## src/hdl/bfa_pkg.sv

```systemverilog
`default_nettype none

package bfa_pkg;

   // request operation codes
   localparam logic OP_ALLOC = 1'b0;
   localparam logic OP_FREE  = 1'b1;

   // response status codes
   localparam logic [1:0] ST_OK    = 2'd0;
   localparam logic [1:0] ST_BAD   = 2'd1;
   localparam logic [1:0] ST_NOFIT = 2'd2;

   typedef struct packed {
      logic        op;
      logic [11:0] req_bytes;
      logic [11:0] payload_addr;
   } req_type;

   typedef struct packed {
      logic [1:0]  status;
      logic [11:0] granted_addr;
   } rsp_type;

   // decoded flags of one boundary tag
   typedef struct packed {
      logic size_ok;
      logic busy;
      logic prev_busy;
   } tag_info_type;

endpackage

`default_nettype wire

```

## src/hdl/bfa_tag_check.sv

```systemverilog
`default_nettype none

module bfa_tag_check #(
   parameter  int HEAP_BYTES = 4096,
   localparam int HEAP_LEN   = (HEAP_BYTES / 4) * 4,
   localparam int PW         = $clog2(HEAP_LEN + 5)
) (
   input  logic [PW-1:0]         tag,
   input  logic [PW-1:0]         pos,
   output logic [PW-1:0]         size,
   output bfa_pkg::tag_info_type info
);
   import bfa_pkg::*;

   localparam logic [PW-1:0] LEN_P = PW'(HEAP_LEN);

   logic [PW-1:0] room;

   // strip flag bits, then check the block stays inside the heap
   assign size           = tag & ~PW'(3);
   assign room           = LEN_P - pos;
   assign info.size_ok   = (size >= PW'(4)) && (size <= room);
   assign info.busy      = tag[0];
   assign info.prev_busy = tag[1];

endmodule

`default_nettype wire

```

## config.mk

```make
export PLATFORM = sky130hd
export DESIGN_NAME = bfa_tag_check
export DESIGN_NICKNAME = d
export VERILOG_FILES = /design/src/hdl/bfa_pkg.sv /design/src/hdl/bfa_tag_check.sv
export SDC_FILE = /design/constraint.sdc
export NUM_CORES = 1
export LEC_CHECK = 0
export ABC_AREA = 1
export BUFFER_PORTS_ARGS = -buffer_cell sky130_fd_sc_hd__buf_2
export CAP_MARGIN = 5
export CORE_UTILIZATION = 45
export DETAILED_ROUTE_END_ITERATION = 10
export GPL_TIMING_DRIVEN = 0
export PLACE_DENSITY = 0.81
export SLEW_MARGIN = 0
export SYNTH_ARGS = -nofsm -noshare
export SYNTH_HDL_FRONTEND = slang
export SYNTH_SLANG_ARGS = --single-unit
```

## constraint.sdc

```tcl
create_clock -name vclk -period 9.71
set_clock_uncertainty 0.1 [all_clocks]
set_input_delay 2.913 -clock vclk [all_inputs]
set_output_delay 2.913 -clock vclk [all_outputs]
set_load 0.02 [all_outputs]
```

==> Yosys cells after proc, flatten, opt, wreduce, memory -nomap -nowiden <==
Cells that the tools add are included.
{ "word_totals": {"input_bits": 26, "reg_bits": 0, "out_inout_bits": 16, "word_cells": 4} }
{ "classes": {"addsub": 1, "order_cmp": 2, "n_reduce_logical": 1} }
{ "op_table": {"columns": ["cell", "n"], "rows": [
  ["greater-or-equal comparator 13 x 3 -> 1 bit, second input constant", 1],
  ["<= comparator 13 bit", 1],
  ["subtractor 13 bit, first input constant", 1],
  ["logical AND 1 bit", 1]
]} }

==> Depth between registers and ports, before layout <==
{ "logic_depth": {"ltp_word": 3, "mapped_depth": 14, "depth_no_buf": 14} }

==> Worst setup path before layout <==
Ideal clock, no wire load.
{ "synth_timing": {"path_kind": "input to output", "from": "input pos[0]", "to": "output info[2] (netlist name)", "t_arrival_ns": 4.745, "stages": 13, "setup_slack_ns": 1.952, "n_path_buf": 0, "t_required_ns": 6.697, "path_cell_list": "inv_1 -> ha_1 -> nor3b_2 -> nand2_1 -> nor2_1 -> xor2_1 -> ha_1 -> nand2_1 -> nor2_1 -> and2_1 -> nand2_1 -> nand3_1 -> a21oi_1"} }
{ "synth_lines": {"columns": ["item", "line_no", "source"], "rows": [
  ["from (decl)", "bfa_tag_check.sv:9", "input logic [PW-1:0] pos,"],
  ["to (decl)", "bfa_tag_check.sv:11", "output bfa_pkg::tag_info_type info"]
]} }

==> parameters.txt <==
Parameter                              Value

Synth
  Unique masters post-synth ... 20
  Area share of the largest cell type after synthesis ... 22.0%
  Largest cells by area after synthesis ... sky130_fd_sc_hd__ha_1 22%, sky130_fd_sc_hd__buf_4 15%, sky130_fd_sc_hd__nand2_1 15%
  Cell types with the highest counts after synthesis ... 29 x sky130_fd_sc_hd__nand2_1, 18 x sky130_fd_sc_hd__inv_1, 17 x sky130_fd_sc_hd__nor2_1
  Average cell area after synthesis ... 5.97 sq um
  Number of instances in the synthesized netlist ... 124
  Count leader, synth ... sky130_fd_sc_hd__nand2_1
  Leading area contributor after synthesis ... sky130_fd_sc_hd__ha_1
  Yosys warnings ... 0
  Netlist Area Pre-Place ... 741 sq um
  Sequential area share after synthesis ... 0%

Global routing
  Overall global routing resource usage ... 18.9%
  Total overflow reported by the global router ... 0
  Wire length of the first global-routing pass ... approximately 2.8 mm
  Largest net degree at the start of global routing ... 5
  Antenna violations before repair ... 0
  Number of global-route vias before repair ... 755

Floorplan
  Die Area ... 1810 sq um
  Initial standard-cell utilization of the core ... 48.6%
  IO Pins ... 42
  Core region area ... between 1500 and 2000 sq um
  Die width ... 42.6 microns
  Height of the die ... 42.6 microns
  Num rows ... 14

STA
  Worst hold margin ... 5.94 ns
  Number of setup violations in the final report ... 0
  Max Freq ... between 100 and 150 MHz
  Final worst-path cycle share ... just over 80%
  Final-report max-slew violation count ... 0
  Unrepaired setup endpoints after global routing ... false
  Setup TNS ... 0 ns
  Endpoints failing hold ... 0
  Minimum clock period after layout ... ~8.1 ns

Critical path
  Worst setup path class ... in2out
  Kind of launch point of the worst setup path ... primary input
  Required arrival time at the worst endpoint ... about 6.7 ns
  CP max FO ... 4
  Arrival time of data at the critical path endpoint ... 5.04 ns
  Crit end category ... output pin

Clock network
  Post-CTS resize count ... 0
  Hold Buf Count CTS ... 0
  Setup bufs post-CTS ... 0

Cells and area
  Net count, final ... 204
  Combined area of the multi-input logic cells ... between 500 and 600 sq um
  Clock buffer count in the final layout ... 0
  Area of all placed cells without fillers ... 955 sq um
  Sequential cell count of the final layout ... 0
  Fraction of final layout cells sized beyond drive strength 1 ... 36.2%
  Final cell count without fillers ... around 180
  Area growth from synthesis to final layout ... 28.9%
  Inserted Diodes ... 0
  Sequential Area ... 0 sq um
  Fillcell total ... 152

Pwr
  Part of the power in combinational logic ... 100.0%
  Total net switching power ... 0.0223 mW
  Clock power frac ... 0%
  Sequential power share ... 0%
  Cell Pwr Density ... 41.9 nW/um^2
  Switching Fraction ... 55.8%
  Total design power ... 0.0400 mW
  Cell leakage power ... 0.588 nW
  Internal ... roughly 0.018 mW
  IR drop worst, VDD ... 0.0184 mV

Detailed routing
  Via/cell ratio ... 4.66
  Pre-antenna DRT Iters ... 4
  Initial detailed-routing violation count ... 16
  Routed WL per cell ... 8.89 microns
  Detailed-route via count ... 835
  DRC violation count after routing ... 0
  Post-route ant nets ... 0
  Wirelength, routed ... ~1.6 mm

Flow run
  Number of maximum-capacitance violations ... 0

Placement
  Detailed placement HPWL ... ~1.4 mm
  Port Buffers ... 38
  DP Area ... about 950 sq um
  Final RePlAce weighted congestion ... approximately 0.8
  Number of cells after detailed placement ... 179

Status
  Run status ... complete, no violations

Hold path
  HP Class ... in2out
[stage by stage]
step           util [%]  worst slack (ns)
2_1_floorplan         -              1.95
3_3_place_gp       62.6              1.71
3_5_place_dp       62.6              1.68
4_1_cts            62.6              1.67
5_1_grt            62.6              1.39
6_report           62.6              1.65
[path summary, 6_finish.rpt]
path	start	endpoint	cells after the start
worst max-delay path	pos[0]	info[2]	15
worst min-delay path	tag[0]	info[1]	2
[worst max-delay path, cell delays in order]
cell	delay, ns
sky130_fd_sc_hd__buf_2	0.12
sky130_fd_sc_hd__inv_1	0.07
sky130_fd_sc_hd__ha_1	0.20
sky130_fd_sc_hd__nor3b_2	0.33
sky130_fd_sc_hd__nand2_1	0.13
sky130_fd_sc_hd__nor2_1	0.13
sky130_fd_sc_hd__xor2_1	0.18
sky130_fd_sc_hd__ha_1	0.26
sky130_fd_sc_hd__nand2_1	0.08
sky130_fd_sc_hd__nor2_1	0.05
sky130_fd_sc_hd__and2_1	0.16
sky130_fd_sc_hd__nand2_1	0.06
sky130_fd_sc_hd__nand3_1	0.06
sky130_fd_sc_hd__a21oi_1	0.12
sky130_fd_sc_hd__buf_2	0.18
[final cells by class]
type / count / area share [%]
inverter: 18 / 7.08
tap: 16 / 2.10
buffer: 15 / 11.8
timing repair buffer: 38 / 19.9
multi-input combinational: 92 / 59.1
[cell families after synthesis]
group,after synthesis,synth area share [%]
AND/OR/NAND/NOR,64,40.5
buffers and inverters,33,24.3
adder cells (fa/ha/maj),13,22.0
XOR/XNOR,7,8.28
AO/OA/AOI/OAI,6,4.39
other,1,0.506
[cells in the final DEF, fill, tap and decap left out, drive strengths merged]
master,n
ha,13
or2,2
nor2,18
xor2,7
a21oi,3
and2,1
buf,53
a21o,1
nand2,29
conb,2
inv,18
nor3b,1
nand4,4
nand3,6
nor3,3
o21ai,2
[metal layers]
| layer | routed length (microns) | vias up | share of wire [%] | track usage, % |
|---|---|---|---|---|
| met5 | 0 | - | 0 | 0 |
| met4 | 0 | 0 | 0 | 3.75 |
| met2 | 806 | 28 | 51 | 36.9 |
| li1 | - | 452 | - | - |
| met1 | 709 | 355 | 45 | 22.3 |
| met3 | 75 | 0 | 4.7 | 0.862 |
[power by group through the flow]
stage / registers (mW) / clock network (mW) / logic (mW)
global placement: 0 / 0 / 0.0385
global route: 0 / 0 / 0.0454
detailed placement: 0 / 0 / 0.0400
finish: 0 / 0 / 0.0400
floorplan: 0 / 0 / 0.0262
CTS: 0 / 0 / 0.0401
No activity file was read; power rests on OpenSTA's default activity.
